[src/hw/rtl/callback_timer_table_core_assert.svh]
// ---------------------------------------------------------------------------
// Assertion macros for the callback timer table
// Shorthand for clocked implication checks with an asynchronous reset.
// ---------------------------------------------------------------------------
`ifndef CALLBACK_TIMER_TABLE_CORE_ASSERT_SVH
`define CALLBACK_TIMER_TABLE_CORE_ASSERT_SVH

// Same-cycle implication.
`define CTT_ASSERT_IMP(label, clk, rst_n, ante, cons, msg) \
	label: assert property (@(posedge clk) disable iff (!rst_n) (ante) |-> (cons)) \
		else $error(msg);

// Next-cycle implication.
`define CTT_ASSERT_NXT(label, clk, rst_n, ante, cons, msg) \
	label: assert property (@(posedge clk) disable iff (!rst_n) (ante) |=> (cons)) \
		else $error(msg);

`endif

[src/hw/rtl/ctt_pkg.sv]
// ---------------------------------------------------------------------------
// Callback timer table package
// Field widths, default sizes, command and status codes, and shared types.
// ---------------------------------------------------------------------------
package ctt_pkg;

	localparam int CMD_W    = 3;
	localparam int ID_W     = 8;
	localparam int ARG_W    = 16;
	localparam int DLY_W    = 16;
	localparam int STATUS_W = 3;

	localparam int SLOTS_DEF      = 20;
	localparam int ID_BITS_DEF    = 8;
	localparam int COUNT_BITS_DEF = 24;

	typedef enum logic [CMD_W-1:0] {
		CMD_START_PER = 3'd0,
		CMD_START_ONE = 3'd1,
		CMD_REMOVE    = 3'd2,
		CMD_LENGTHEN  = 3'd3,
		CMD_RUN       = 3'd4
	} ctt_cmd_t;

	typedef enum logic [STATUS_W-1:0] {
		ST_DONE      = 3'd0,
		ST_FIRED     = 3'd1,
		ST_FULL      = 3'd2,
		ST_NOT_FOUND = 3'd3,
		ST_NOTHING   = 3'd4
	} ctt_status_t;

	typedef enum logic [1:0] {
		S_IDLE,
		S_RD,
		S_EV,
		S_FIN
	} ctt_state_t;

	typedef struct packed {
		logic periodic;
		logic positive;
		logic zero;
	} ctt_flags_t;

endpackage

[src/hw/rtl/ctt_req_if.sv]
// ---------------------------------------------------------------------------
// Command channel
// Valid/ready channel that carries one table command per transfer.
// ---------------------------------------------------------------------------
interface ctt_req_if;
	logic                        valid;
	logic                        ready;
	logic [ctt_pkg::CMD_W-1:0]   command;
	logic [ctt_pkg::ID_W-1:0]    callback_id;
	logic signed [ctt_pkg::ARG_W-1:0] argument;
	logic signed [ctt_pkg::DLY_W-1:0] delay;
	logic                        phase;

	modport source (output valid, command, callback_id, argument, delay, phase,
		input ready);
	modport sink (input valid, command, callback_id, argument, delay, phase,
		output ready);
endinterface

[src/hw/rtl/ctt_rsp_if.sv]
// ---------------------------------------------------------------------------
// Result channel
// Valid/ready channel that carries one result per transfer.
// ---------------------------------------------------------------------------
interface ctt_rsp_if;
	logic                           valid;
	logic                           ready;
	logic [ctt_pkg::STATUS_W-1:0]   status;
	logic [ctt_pkg::ID_W-1:0]       fired_id;
	logic signed [ctt_pkg::ARG_W-1:0] fired_argument;
	logic                           last;

	modport source (output valid, status, fired_id, fired_argument, last,
		input ready);
	modport sink (input valid, status, fired_id, fired_argument, last,
		output ready);
endinterface

[src/hw/rtl/ctt_alu.sv]
// ---------------------------------------------------------------------------
// Callback timer table count unit
// Shared saturating adder and count tests used for every slot visit.
// ---------------------------------------------------------------------------
module ctt_alu #(
	parameter int COUNT_BITS = ctt_pkg::COUNT_BITS_DEF
) (
	input  logic [COUNT_BITS-1:0]           count,
	input  logic                            dec,
	input  logic [ctt_pkg::DLY_W-1:0]       amount,
	output logic [COUNT_BITS-1:0]           sum,
	output ctt_pkg::ctt_flags_t             flags
);
	import ctt_pkg::*;

	logic [COUNT_BITS:0] addend;
	logic [COUNT_BITS:0] wide;

	always_comb begin
		if (dec) begin
			addend = '1;
		end else begin
			addend = {{(COUNT_BITS + 1 - DLY_W){amount[DLY_W-1]}}, amount};
		end
		wide = {count[COUNT_BITS-1], count} + addend;
		if (wide[COUNT_BITS] != wide[COUNT_BITS-1]) begin
			sum = wide[COUNT_BITS] ? {1'b1, {(COUNT_BITS-1){1'b0}}}
				: {1'b0, {(COUNT_BITS-1){1'b1}}};
		end else begin
			sum = wide[COUNT_BITS-1:0];
		end
		flags.periodic = (count == '1);
		flags.positive = !count[COUNT_BITS-1] && (count != '0);
		flags.zero     = (sum == '0);
	end

endmodule

[src/hw/rtl/callback_timer_table_core.sv]
// ---------------------------------------------------------------------------
// Callback timer table core
// Slot table of one-shot and periodic callbacks with a sequential scanner.
// ---------------------------------------------------------------------------
// Each start, remove, lengthen or run walks the slot table one slot at a
// time: the slot memory has a single port with a registered read, so each
// visit is a read state and an evaluate state on the shared count unit. A
// start, remove or lengthen stops at the first slot that answers and
// otherwise ends in the finish state. A run scans the table twice, periodic
// slots first and then one-shot slots; unused command codes go straight to
// the finish state. Result backpressure can stall the walk. A new command
// is taken once the previous one has handed its final result to the output
// register. The table is empty after reset and needs no clearing pass.
module callback_timer_table_core #(
	parameter int SLOTS      = ctt_pkg::SLOTS_DEF,
	parameter int ID_BITS    = ctt_pkg::ID_BITS_DEF,
	parameter int COUNT_BITS = ctt_pkg::COUNT_BITS_DEF
) (
	input logic   clk,
	input logic   arst_n,
	ctt_req_if.sink   req,
	ctt_rsp_if.source rsp
);
	import ctt_pkg::*;

	localparam int IW = (SLOTS > 1) ? $clog2(SLOTS) : 1;
	localparam int EW = 1 + ID_BITS + ARG_W + COUNT_BITS;

	ctt_state_t state_q, state_d;

	logic [IW-1:0]      idx_q;
	logic               pass_q;
	logic [CMD_W-1:0]   cmd_q;
	logic [ID_BITS-1:0] id_q;
	logic [ARG_W-1:0]   arg_q;
	logic [DLY_W-1:0]   dly_q;
	logic               ph_q;
	logic [SLOTS-1:0]   busy_q;

	logic [EW-1:0] mem_q [SLOTS];
	logic [EW-1:0] rd_q;

	logic               pend_valid_q;
	logic [ID_BITS-1:0] pend_id_q;
	logic [ARG_W-1:0]   pend_arg_q;

	logic                out_valid_q;
	logic [STATUS_W-1:0] out_status_q;
	logic [ID_W-1:0]     out_id_q;
	logic [ARG_W-1:0]    out_arg_q;
	logic                out_last_q;

	logic                  rd_ph;
	logic [ID_BITS-1:0]    rd_cb;
	logic [ARG_W-1:0]      rd_arg;
	logic [COUNT_BITS-1:0] rd_cnt;
	logic [COUNT_BITS-1:0] sum;
	ctt_flags_t            flags;

	logic in_xfer, out_free, slot_busy, last_slot;
	logic hit_free, hit_match, ph_ok, fire0, dec1, fire1;

	logic                  stall, hit_done;
	logic                  mem_we;
	logic [EW-1:0]         mem_wdata;
	logic                  busy_set, busy_clr;
	logic                  out_load;
	logic [STATUS_W-1:0]   out_status_d;
	logic [ID_BITS-1:0]    out_id_d;
	logic [ARG_W-1:0]      out_arg_d;
	logic                  out_last_d;
	logic                  pend_load, pend_clr;

	assign rd_ph  = rd_q[EW-1];
	assign rd_cb  = rd_q[EW-2 -: ID_BITS];
	assign rd_arg = rd_q[COUNT_BITS +: ARG_W];
	assign rd_cnt = rd_q[COUNT_BITS-1:0];

	ctt_alu #(
		.COUNT_BITS(COUNT_BITS)
	) u_alu (
		.count  (rd_cnt),
		.dec    (cmd_q == CMD_RUN),
		.amount (dly_q),
		.sum    (sum),
		.flags  (flags)
	);

	assign in_xfer   = req.valid && req.ready;
	assign out_free  = !out_valid_q || rsp.ready;
	assign slot_busy = busy_q[idx_q];
	assign last_slot = (idx_q == IW'(SLOTS - 1));
	assign hit_free  = !slot_busy;
	assign hit_match = slot_busy && (rd_cb == id_q);
	assign ph_ok     = slot_busy && (rd_ph == ph_q);
	assign fire0     = !pass_q && ph_ok && flags.periodic;
	assign dec1      = pass_q && ph_ok && flags.positive;
	assign fire1     = dec1 && flags.zero;

	assign req.ready          = (state_q == S_IDLE);
	assign rsp.valid          = out_valid_q;
	assign rsp.status         = out_status_q;
	assign rsp.fired_id       = out_id_q;
	assign rsp.fired_argument = out_arg_q;
	assign rsp.last           = out_last_q;

	always_comb begin
		state_d = state_q;
		case (state_q)
			S_IDLE: begin
				if (in_xfer) begin
					case (req.command) inside
						CMD_START_PER, CMD_START_ONE, CMD_REMOVE, CMD_LENGTHEN,
						CMD_RUN: state_d = S_RD;
						default: state_d = S_FIN;
					endcase
				end
			end
			S_RD: state_d = S_EV;
			S_EV: begin
				if (stall) begin
					state_d = S_EV;
				end else if (hit_done) begin
					state_d = S_IDLE;
				end else if (last_slot && !(cmd_q == CMD_RUN && !pass_q)) begin
					state_d = S_FIN;
				end else begin
					state_d = S_RD;
				end
			end
			S_FIN: begin
				if (out_free) state_d = S_IDLE;
			end
			default: state_d = S_IDLE;
		endcase
	end

	always_comb begin
		stall        = 1'b0;
		hit_done     = 1'b0;
		mem_we       = 1'b0;
		mem_wdata    = {rd_ph, rd_cb, rd_arg, sum};
		busy_set     = 1'b0;
		busy_clr     = 1'b0;
		out_load     = 1'b0;
		out_status_d = ST_DONE;
		out_id_d     = '0;
		out_arg_d    = '0;
		out_last_d   = 1'b1;
		pend_load    = 1'b0;
		pend_clr     = 1'b0;
		case (state_q)
			S_EV: begin
				case (cmd_q) inside
					CMD_START_PER, CMD_START_ONE: begin
						if (hit_free) begin
							if (out_free) begin
								hit_done  = 1'b1;
								mem_we    = 1'b1;
								mem_wdata = {ph_q, id_q, arg_q,
									(cmd_q == CMD_START_PER) ? {COUNT_BITS{1'b1}}
									: {{(COUNT_BITS - DLY_W){dly_q[DLY_W-1]}}, dly_q}};
								busy_set  = 1'b1;
								out_load  = 1'b1;
							end else begin
								stall = 1'b1;
							end
						end
					end
					CMD_REMOVE, CMD_LENGTHEN: begin
						if (hit_match) begin
							if (out_free) begin
								hit_done = 1'b1;
								out_load = 1'b1;
								if (cmd_q == CMD_REMOVE) begin
									busy_clr = 1'b1;
								end else begin
									mem_we = 1'b1;
								end
							end else begin
								stall = 1'b1;
							end
						end
					end
					CMD_RUN: begin
						if (fire0 || fire1) begin
							if (pend_valid_q && !out_free) begin
								stall = 1'b1;
							end else begin
								pend_load = 1'b1;
								busy_clr  = fire1;
								if (pend_valid_q) begin
									out_load     = 1'b1;
									out_status_d = ST_FIRED;
									out_id_d     = pend_id_q;
									out_arg_d    = pend_arg_q;
									out_last_d   = 1'b0;
								end
							end
						end else if (dec1) begin
							mem_we = 1'b1;
						end
					end
					default: begin
					end
				endcase
			end
			S_FIN: begin
				if (out_free) begin
					out_load = 1'b1;
					pend_clr = 1'b1;
					case (cmd_q) inside
						CMD_START_PER, CMD_START_ONE: out_status_d = ST_FULL;
						CMD_REMOVE, CMD_LENGTHEN:     out_status_d = ST_NOT_FOUND;
						CMD_RUN: begin
							if (pend_valid_q) begin
								out_status_d = ST_FIRED;
								out_id_d     = pend_id_q;
								out_arg_d    = pend_arg_q;
							end else begin
								out_status_d = ST_NOTHING;
							end
						end
						default: out_status_d = ST_DONE;
					endcase
				end
			end
			default: begin
			end
		endcase
	end

	always_ff @(posedge clk or negedge arst_n) begin
		if (!arst_n) begin
			state_q      <= S_IDLE;
			idx_q        <= '0;
			pass_q       <= 1'b0;
			busy_q       <= '0;
			pend_valid_q <= 1'b0;
			out_valid_q  <= 1'b0;
		end else begin
			state_q <= state_d;
			if (in_xfer) begin
				idx_q  <= '0;
				pass_q <= 1'b0;
			end else if (state_q == S_EV && !stall && !hit_done) begin
				if (last_slot) begin
					idx_q  <= '0;
					pass_q <= 1'b1;
				end else begin
					idx_q <= idx_q + 1'b1;
				end
			end
			if (busy_set) busy_q[idx_q] <= 1'b1;
			if (busy_clr) busy_q[idx_q] <= 1'b0;
			if (pend_load) begin
				pend_valid_q <= 1'b1;
			end else if (pend_clr) begin
				pend_valid_q <= 1'b0;
			end
			if (out_load) begin
				out_valid_q <= 1'b1;
			end else if (rsp.ready) begin
				out_valid_q <= 1'b0;
			end
		end
	end

	always_ff @(posedge clk) begin
		if (in_xfer) begin
			cmd_q <= req.command;
			id_q  <= ID_BITS'(req.callback_id);
			arg_q <= req.argument;
			dly_q <= req.delay;
			ph_q  <= req.phase;
		end
		if (pend_load) begin
			pend_id_q  <= rd_cb;
			pend_arg_q <= rd_arg;
		end
		if (out_load) begin
			out_status_q <= out_status_d;
			out_id_q     <= ID_W'(out_id_d);
			out_arg_q    <= out_arg_d;
			out_last_q   <= out_last_d;
		end
	end

	always_ff @(posedge clk) begin
		if (mem_we) mem_q[idx_q] <= mem_wdata;
		if (state_q == S_RD) rd_q <= mem_q[idx_q];
	end

	`include "callback_timer_table_core_assert.svh"

	`CTT_ASSERT_IMP(a_pend_only_run, clk, arst_n, pend_valid_q, cmd_q == CMD_RUN, "pending result outside a run")
	`CTT_ASSERT_IMP(a_idle_no_pend, clk, arst_n, state_q == S_IDLE, !pend_valid_q, "pending result left after a command")
	`CTT_ASSERT_IMP(a_busy_from_ev, clk, arst_n, busy_q != $past(busy_q), $past(state_q) == S_EV, "busy bits changed outside slot evaluation")

endmodule

[src/flat_wrapper.sv]
// flat-port wrapper written by rule: the top's interface ports become plain ports
module callback_timer_table_core_flat import ctt_pkg::*;
#(
	parameter int SLOTS      = ctt_pkg::SLOTS_DEF,
	parameter int ID_BITS    = ctt_pkg::ID_BITS_DEF,
	parameter int COUNT_BITS = ctt_pkg::COUNT_BITS_DEF
)
  (clk, arst_n, req_valid, req_command, req_callback_id, req_argument, req_delay, req_phase, req_ready, rsp_valid, rsp_status, rsp_fired_id, rsp_fired_argument, rsp_last, rsp_ready);
  ctt_req_if req_i ();
  ctt_rsp_if rsp_i ();
  input logic clk;
  input logic arst_n;
  input wire logic [$bits(req_i.valid)-1:0] req_valid;
  input wire logic [$bits(req_i.command)-1:0] req_command;
  input wire logic [$bits(req_i.callback_id)-1:0] req_callback_id;
  input wire logic [$bits(req_i.argument)-1:0] req_argument;
  input wire logic [$bits(req_i.delay)-1:0] req_delay;
  input wire logic [$bits(req_i.phase)-1:0] req_phase;
  output wire logic [$bits(req_i.ready)-1:0] req_ready;
  output wire logic [$bits(rsp_i.valid)-1:0] rsp_valid;
  output wire logic [$bits(rsp_i.status)-1:0] rsp_status;
  output wire logic [$bits(rsp_i.fired_id)-1:0] rsp_fired_id;
  output wire logic [$bits(rsp_i.fired_argument)-1:0] rsp_fired_argument;
  output wire logic [$bits(rsp_i.last)-1:0] rsp_last;
  input wire logic [$bits(rsp_i.ready)-1:0] rsp_ready;
  assign req_i.valid = req_valid;
  assign req_i.command = req_command;
  assign req_i.callback_id = req_callback_id;
  assign req_i.argument = req_argument;
  assign req_i.delay = req_delay;
  assign req_i.phase = req_phase;
  assign req_ready = req_i.ready;
  assign rsp_valid = rsp_i.valid;
  assign rsp_status = rsp_i.status;
  assign rsp_fired_id = rsp_i.fired_id;
  assign rsp_fired_argument = rsp_i.fired_argument;
  assign rsp_last = rsp_i.last;
  assign rsp_i.ready = rsp_ready;
  callback_timer_table_core #(.SLOTS(SLOTS), .ID_BITS(ID_BITS), .COUNT_BITS(COUNT_BITS)) u_core (.clk(clk), .arst_n(arst_n), .req(req_i), .rsp(rsp_i));
endmodule
[config.mk]
export PLATFORM = sky130hd
export DESIGN_NAME = callback_timer_table_core_flat
export DESIGN_NICKNAME = d
export VERILOG_FILES = /design/src/hw/rtl/ctt_pkg.sv /design/src/hw/rtl/ctt_req_if.sv /design/src/hw/rtl/ctt_rsp_if.sv /design/src/hw/rtl/ctt_alu.sv /design/src/hw/rtl/callback_timer_table_core.sv /design/src/flat_wrapper.sv
export VERILOG_INCLUDE_DIRS = /design/src /design/src/hw/rtl
export SDC_FILE = /design/constraint.sdc
export NUM_CORES = 1
export LEC_CHECK = 0
export ABC_AREA = 1
export ABC_CLOCK_PERIOD_IN_PS = 17900
export BUFFER_PORTS_ARGS = -buffer_cell sky130_fd_sc_hd__buf_4
export CAP_MARGIN = 20
export CORE_ASPECT_RATIO = 0.75
export CORE_MARGIN = 1
export CORE_UTILIZATION = 45
export DETAILED_ROUTE_END_ITERATION = 7
export PLACE_DENSITY = 0.59
export SLEW_MARGIN = 0
export SYNTH_ARGS = -nofsm -noshare
export SYNTH_HDL_FRONTEND = slang
export SYNTH_HIERARCHICAL = 1
export SYNTH_SLANG_ARGS = --single-unit
[constraint.sdc]
create_clock -name clk -period 17.9 [get_ports clk]
set_clock_uncertainty 0.1 [all_clocks]
set_input_delay 3.58 -clock clk [delete_from_list [all_inputs] [get_ports clk]]
set_output_delay 3.58 -clock clk [all_outputs]
set_load 0.05 [all_outputs]
==> flow_results.org, run 1 <==
** Logic synthesis
- In the post-synthesis netlist, the cell with the most instances is edfxtp_1.
- Avg Cell Area, Syn :: 12.6 um2
- The number of nets in the synthesized netlist is 3811.
- Area of the mapped netlist :: 0.0469 mm2
- Syn. warnings :: 6
- Yosys mapped a number of flops with a built-in enable equal to 1125.
- Counting flops with an async set or reset pin after synthesis yields a share of 0.0260.
- Portion of synthesized cell area occupied by the leading cell type :: 0.721
- Leading cell types by total area after synthesis :: edfxtp_1, o21ai_0, nor2_1
- The largest total area in the synthesized netlist belongs to edfxtp_1.
- Distinct cell type count of the synthesized netlist :: 47
- For this run, the register share of the synthesized area comes to 0.737.
- Synth cell count leaders :: edfxtp_1, nor2_1, o21ai_0
- In this run, synthesis produced a sequential element count of 1155.
- Cells after synthesis :: 3734
- Among all flip-flop cells after synthesis, the most frequent one is edfxtp_1.

** Worst setup path
- Startpoint-to-endpoint class of the critical path :: flip-flop to flip-flop
- The worst setup path is captured at a flip-flop.
- Cells traversed along the worst timing path :: nor2_1, nand2_1, inv_1, or2_2, ha_1, a21oi_1, nand2_1, a21oi_1, nand3_1, nand2_1, nand2_1, nand2_1, nand3_1, nand3_1, nor2_1, nand3_1, nor2_1, nand3_2, nand2_4, o21ai_1, nand3_1, buf_4, nor2_4, buf_4
- STA classifies the critical path startpoint as a flip-flop.
- Number of buffer and inverter stages on the critical path :: 3
- Largest fanout of any net on the critical path :: 29
- At the worst endpoint, the required time is 18140 ps.
- Cell with the largest stage delay on the worst path :: nor2_4
- Critical Path AT :: 7050 ps
- In this design, the stage delay of the slowest critical-path cell is 760 ps.
- The kind of cell with the highest combined delay along the critical path is simple AND/OR/NAND/NOR gates.

** STA
- At the pin with the least slew margin, the transition time is 1170 ps.
- For the finished layout, the period the worst path requires is 6810 ps.
- Setup repair after global routing left no endpoint under its margin.
- Final setup violating endpoints :: 0
- Of the available clock period, the critical path in the final layout requires 0.380.
- The hold violation total from the final report is 0.
- Final worst hold slack :: 346 ps
- Final max-slew violation count :: 0
- After routing, the total negative slack on setup checks comes to 0 ps.
- Worst slew margin relative to its limit :: 0.221
- For this run, the top clock speed supported by timing is 0.147 GHz.

** CTS
- Source-to-sink clock delay at the later pin of the worst-skew pair :: 720 ps
- In this run, post-CTS hold repair placed 0 buffers.
- After clock tree synthesis, the clock-pin slew on the worst setup and hold paths is 60 ps.
- Clock tree synthesis inserted a total of 110 buffers.
- Post-CTS repair changed the size of 0 cells.
- No sink is reached through more buffers than the 3 on the longest clock path.
- Total number of H-tree levels :: 3
- CTS root buf :: clkbuf_16
- In this run the post-CTS setup repair buffer count came out at 0.
- TritonCTS Sinks :: 1155
- TritonCTS built the clock tree.

** Floorplanning
- Chip Height :: 282 um
- Row cnt :: 102
- Area inside the core boundary :: 0.103 mm2
- The die covers 0.105 mm2.
- Initial cell density of the core :: 0.454
- For this design the top-level I/O count stands at 78.
- In this run the horizontal extent of the chip is 375 um.

** Final layout
- 0 antenna diodes ended up in the layout.
- Summing all multi-input logic gate instances after layout gives 0.0111 mm2.
- Share of post-route cells with drive strength above 1 :: 0.0948
- After filler insertion, the fill cell instance count of the layout stands at 8867.
- Registers take 0.0345 mm2.
- The area growth from synthesis to layout is 11.6%.
- Post-route cell area :: 0.0523 mm2
- Post-layout nets :: 3844
- Final core area utilization :: 0.507

** Route
- The first detailed-routing pass took 5 iterations.
- Per-cell via count in the routed design :: 5.81
- Total Routed Length :: 126 mm
- Routed length per placed instance :: 24.2 um
- Total via count in the routed design :: 30300
- Antenna violation net count after detailed routing :: 0
- After the first detailed-routing iteration, the DRC count stood at 3372.
- For this run, design rule violations remaining after detail routing come to 0.

** GRT
- The first global-routing pass estimated 186 mm of wire.
- The total overflow left after global routing is 0.
- All-layer global routing usage :: 0.238
- The via count of the first global-routing pass is 27900.
- Entering global routing, the biggest net connects 221 pins.
- Initial antenna violation count :: 1

** Placement
- Standard cell area after detailed placement :: 0.0488 mm2
- Gpl congestion :: 0.883
- Detailed-placement wirelength estimate :: 67.1 mm
- Port buffering added 77 buffers.

** Pwr
- Leakage power :: 17.8 nW
- For this design the total switching power over the nets is 3.82 mW.
- Relative contribution of sequential cells to total power :: 0.440
- Int Pwr :: 6.14 mW
- The share of total power dissipated in combinational logic is 0.332.
- Switching Share :: 0.383
- Of the total power, the clock network draws 0.228.
- Total power density per cell area :: 190 mW/mm2
- Largest vdd supply drop :: 0.000123 V

** Hold path
- The tightest min-delay check is of the flip-flop to flip-flop type.

** Run
- Max-cap violations in this run came to 0.

** Status
- The run finished with clean final reports.
-- path summary, 6_finish.rpt --
kind	from	to	slack, ps	cells past startpoint
hold reg to reg	u_core/rd_q[33]	u_core/pend_arg_q[9]	350	0
hold / removal	u_core/rd_q[33]	u_core/pend_arg_q[9]	350	0
max in group asynchronous	arst_n	u_core/idx_q[1]	14640	1
min in group asynchronous	arst_n	u_core/rsp.valid	2710	1
setup / recovery	u_core/cmd_q[0]	u_core/mem_q[19][35]	11090	24
setup reg to reg	u_core/cmd_q[0]	u_core/mem_q[19][35]	11090	24
-- per-stage QoR --
stage / power [mW] / worst slack (ps) / instances
2_1_floorplan: 6.40 / 9570 / 3734
3_3_place_gp: 7.65 / 11330 / 5005
3_5_place_dp: 7.68 / 11260 / 5005
4_1_cts: 9.94 / 11220 / 5209
5_1_grt: 10.4 / 10600 / 5211
6_report: 9.96 / 11090 / 5211
-- power by group through the flow --
| stage | Combinational (mW) | Sequential, mW | Clock (mW) |
|---|---|---|---|
| after floorplan | 2.06 | 4.34 | 0 |
| after global placement | 3.22 | 4.43 | 0 |
| after detailed placement | 3.25 | 4.43 | 0 |
| after CTS | 3.26 | 4.37 | 2.31 |
| after global routing | 3.62 | 4.40 | 2.41 |
| final | 3.31 | 4.38 | 2.27 |
-- sequential cells by signal, indices dropped and copies added (netlist names) --
name                       count
u_core/rsp.fired_argument     16
u_core/arg_q                  16
u_core/mem_q                 980
u_core/dly_q                  16
u_core/cmd_q                   3
u_core/state_q                 2
u_core/pend_arg_q             16
u_core/id_q                    8
u_core/pend_valid_q            1
u_core/rsp.status              3
u_core/idx_q                   5
u_core/pend_id_q               8
u_core/ph_q                    1
u_core/busy_q                 20
u_core/rsp.valid               1
u_core/rsp.fired_id            8
u_core/rsp.last                1
u_core/rd_q                   49
u_core/pass_q                  1
-- routing by layer --
metal,global-route usage,wire length [um],vias up
met1,0.364,58100,15100
met3,0.0575,12500,189
met2,0.339,53100,1280
met4,0.0569,2670,0
li1,-,-,13700
met5,0,0,-
-- logic make-up after synthesis --
| logic type | synth area share |
|---|---|
| DFF | 0.737 |
| AOI/OAI and AO/OA | 0.113 |
| buffers and inverters | 0.0293 |
| adders and majority gates | 0.00790 |
| and+or+nand+nor | 0.108 |
| xor gates and xnor gates | 0.00467 |
-- layout make-up --
class	count	area share
Sequential cell	1155	0.660
Multi-Input combinational cell	2252	0.212
Clock buffer	135	0.0552
Tap cell	1352	0.0323
Timing Repair Buffer	135	0.0206
Clock inverter	69	0.0111
Inverter	113	0.00851
-- cell usage in the layout (no fill, tap or decap), types with 20 or more instances in the layout --
master | Yosys | routed
a21oi_1 | 117 | 117
a22o_1 | 48 | 48
buf_4 | 9 | 130
clkbuf_1 | 149 | 23
clkbuf_16 | 0 | 112
clkinv_1 | 5 | 29
clkinv_2 | 0 | 22
dfrtp_1 | 30 | 27
edfxtp_1 | 1125 | 1125
ha_1 | 28 | 28
inv_1 | 103 | 101
nand2_1 | 453 | 453
nand3_1 | 86 | 85
nand4_1 | 22 | 22
nor2_1 | 607 | 605
o21ai_0 | 513 | 513
o22ai_1 | 245 | 245
xor2_1 | 20 | 20
Power figures use the tool's default switching activity.
==> inputs of run 2 (changes only) <==
--- a/config.mk
+++ b/config.mk
@@ -7,7 +7,7 @@
 export NUM_CORES = 1
 export LEC_CHECK = 0
 export ABC_AREA = 1
-export ABC_CLOCK_PERIOD_IN_PS = 17900
+export ABC_CLOCK_PERIOD_IN_PS = 7000
 export BUFFER_PORTS_ARGS = -buffer_cell sky130_fd_sc_hd__buf_4
 export CAP_MARGIN = 20
 export CORE_ASPECT_RATIO = 0.75
==> constraint.sdc (replaced) <==
create_clock -name clk -period 7 [get_ports clk]
set_clock_uncertainty 0.1 [all_clocks]
set_input_delay 1.4 -clock clk [delete_from_list [all_inputs] [get_ports clk]]
set_output_delay 1.4 -clock clk [all_outputs]
set_load 0.05 [all_outputs]
==> run 2 against run 1 <==
  * Critical path depth increased by 1
  * Maximum frequency increased by 5.4%
  * Register-to-register slack got worse by 11000 ps
  * Via count decreased by 1.5%
==> flow_results.org, run 2 (synthesized netlist as in run 1, its figures left out) <==
** Final layout
- Layout overhead on the synthesized area :: 11.4% (was 11.6%)
- The register with the highest flop count is u_core/mem_q (unchanged).
- The area taken by flip-flops and latches came to 0.0345 mm2 (unchanged).
- Share of post-route cells with drive strength above 1 :: 0.0927 (was 0.0948)
- The flip-flop count of the largest register after layout was 980 (unchanged).
- The final layout net count was 3845 (was 3844).
- Post-route cell area :: 0.0522 mm2 (was 0.0523 mm2)
- Highest-count cells in the layout ignoring fill and taps: edfxtp_1, nor2_1, o21ai_0 (unchanged).
- Total area of multi-input combinational cells :: 0.0111 mm2 (unchanged)
- The final antenna diode count came to 0 (unchanged).
- Biggest regs :: u_core/mem_q x980, u_core/rd_q x49, u_core/busy_q x20 (unchanged)
- The count of fill cells added during filler insertion was 8883 (was 8867).
- Leading cell type in the layout, fill and taps excluded :: edfxtp_1 (unchanged)

** STA
- Maximum frequency from static timing analysis :: 0.155 GHz (was 0.147 GHz)
- The final period utilization was 0.923 (was 0.380).
- The hold violation total from the final report was 0 (unchanged).
- Unrepaired setup endpoints after global routing: false (unchanged).
- Worst slew margin relative to its limit :: 0.276 (was 0.221)
- The final setup violation count is 0 (unchanged).
- The time the final worst path needs with I/O delays and setup is 6460 ps (was 6810 ps).
- Final max-slew violation count :: 0 (unchanged)
- Worst-Margin Slew :: 1070 ps (was 1170 ps)
- Summed negative setup slack over all endpoints :: 0 ps (unchanged)

** Pwr
- Clock group share of total power :: 0.224 (was 0.228)
- The maximum VDD drop was 0.000491 V (was 0.000123 V).
- Total power density per cell area :: 484 mW/mm2 (was 190 mW/mm2)
- Leakage power :: 17.8 nW (about the same)
- The switching share of total power came to 0.382 (was 0.383).
- The net switching power figure was 9.67 mW (was 3.82 mW).
- The design internal power was 15.6 mW (was 6.14 mW).
- Total chip power :: 25.3 mW (was 9.96 mW)
- Combinational share of power :: 0.334 (was 0.332)
- Relative contribution of sequential cells to total power :: 0.442 (was 0.440)

** CTS
- TritonCTS Sinks :: 1155 (unchanged)
- Total number of H-tree levels :: 3 (unchanged)
- CTS root buf :: clkbuf_16 (unchanged)
- Number of buffers inserted during clock tree synthesis :: 108 (was 110)
- Clock tree from TritonCTS :: built (unchanged)
- The count of instances resized after the clock tree is built was 0 (unchanged).
- The clock-pin slew on the worst setup and hold paths came to 60 ps (about the same).
- Maximum number of buffers from clock root to sink :: 3 (unchanged)
- Source-to-sink clock delay at the later pin of the worst-skew pair :: 710 ps (was 720 ps)
- Number of hold-repair buffers added at the cts stage :: 0 (unchanged)
- The post-CTS setup-driven buffer insertion count came to 0 (unchanged).

** Worst setup path
- The type of element capturing the critical path was a flip-flop (unchanged).
- Critical Path AT :: 6670 ps (was 7050 ps)
- Depth of the worst register-to-register path :: 25 (was 24)
- Worst R2R Start :: u_core/cmd_q[0] (unchanged)
- The highest net fanout along the worst path was 44 (was 29).
- Destination of the critical timing path :: u_core/mem_q[11][25] (was u_core/mem_q[19][35])
- Required time at the worst-slack endpoint :: 7210 ps (was 18140 ps)
- The category of the worst setup path launch point is a flip-flop (unchanged).
- Capture point of the worst reg-to-reg path :: u_core/mem_q[11][25] (was u_core/mem_q[19][35])
- The worst setup path category is flip-flop to flip-flop (unchanged).
- The slack of the worst reg-to-reg path was 540 ps (was 11090 ps).
- Setup crit start :: u_core/cmd_q[0] (unchanged)

** Route
- The antenna violation net count after detailed routing is 0 (unchanged).
- The remaining routing DRC violations is 0 (unchanged).
- Routed length per placed instance :: 23.7 um (was 24.2 um)
- The final wirelength came to 124 mm (was 126 mm).
- The average vias per placed instance is 5.73 (was 5.81).
- Total via count in the routed design :: 29800 (was 30300)
- The number of DRC violations after detailed-routing iteration 0 is 3356 (was 3372).
- The number of optimization iterations in the first detailed-route pass was 5 (unchanged).

** Placement
- Buffers on Ports :: 77 (unchanged)
- Standard cell area after detailed placement :: 0.0489 mm2 (was 0.0488 mm2)
- The last weighted congestion value of the routability-driven placer was 0.898 (was 0.883).
- Detailed-placement wirelength estimate :: 67.6 mm (was 67.1 mm)

** Floorplanning
- The placeable core region was 0.103 mm2 (unchanged).
- The die footprint was 0.105 mm2 (unchanged).
- Die Width :: 375 um (unchanged)
- The number of rows created at floorplan was 102 (unchanged).
- The height of the die came to 282 um (unchanged).
- The boundary pin count came to 78 (unchanged).
- Initial cell density of the core :: 0.454 (unchanged)

** GRT
- The global route total overflow came to 0 (unchanged).
- The wire length of the first global-routing pass is 183 mm (was 186 mm).
- Pin count of the biggest net entering global routing :: 215 (was 221)
- The overall routing resource usage is 0.233 (was 0.238).
- The initial antenna violation count is 2 (was 1).
- The via count of the first global-routing pass was 27700 (was 27900).

** Hold path
- The class of the tightest hold or removal check was flip-flop to flip-flop (unchanged).

** Run
- Maximum capacitance violations :: 0 (unchanged)

** Status
- Outcome: complete, no violations (unchanged).
-- run 2: area by class of cell --
| type | count | area share |
|---|---|---|
| clock buffers | 126 | 0.0538 |
| clock inverters | 67 | 0.0108 |
| inverters | 113 | 0.00853 |
| multi-input cells | 2252 | 0.212 |
| flip-flops and latches | 1155 | 0.661 |
| well taps | 1352 | 0.0324 |
| repair buffers | 138 | 0.0209 |
-- run 2: routing by layer --
metal,GRT usage,vias up,part of all wire
li1,-,13700,-
met2,0.330,1130,0.42
met5,0,-,0
met4,0.0482,0,0.018
met1,0.369,14900,0.48
met3,0.0466,151,0.085
-- run 2: worst max-delay path, stage by stage (launching register included) --
cell and delay (ps):
edfxtp_1 420, nor2_1 170, nand2_1 150, inv_1 480, or2_2 350, ha_1 290
nand2_2 120, nor2_1 240, nand2_1 110, nor2_1 140, nand2_1 110, nand3_1 130
nand2_1 60, nand2_1 90, nand2_1 180, buf_4 260, nand2_1 110, nor2_1 50
nand3_1 90, nor2_1 100, nand3_2 120, nand2_4 80, o21ai_1 130, nand3_1 510
nor3_2 630, buf_4 760
-- run 2: worst min-delay path by stage --
stage | startpoint | end | slack [ps] | cells after the start
2_1_floorplan | u_core/rd_q[24] | u_core/pend_arg_q[0] | 330 | 0
3_3_place_gp | u_core/rd_q[25] | u_core/pend_arg_q[1] | 340 | 0
3_5_place_dp | u_core/rd_q[26] | u_core/pend_arg_q[2] | 340 | 0
4_1_cts | u_core/rd_q[24] | u_core/pend_arg_q[0] | 340 | 0
5_1_grt | u_core/rd_q[24] | u_core/pend_arg_q[0] | 360 | 0
6_report | u_core/rd_q[24] | u_core/pend_arg_q[0] | 330 | 0
-- run 2: power by group through the flow --
stage / logic [mW] / registers, mW / clock network [mW]
final: 8.45 / 11.2 / 5.66
after global routing: 9.27 / 11.2 / 6.02
after CTS: 8.36 / 11.2 / 5.77
after detailed placement: 8.35 / 11.3 / 0
after global placement: 8.31 / 11.3 / 0
after floorplan: 5.26 / 11.1 / 0
-- run 2: metrics by stage --
step	hold slack [ps]	util	cells	setup slack [ps]
floorplan	327	-	3734	-323
global placement	336	0.473	5008	559
detailed placement	336	0.473	5009	459
CTS	336	0.506	5202	423
global route	356	0.506	5203	39.6
finish	329	0.506	5203	540
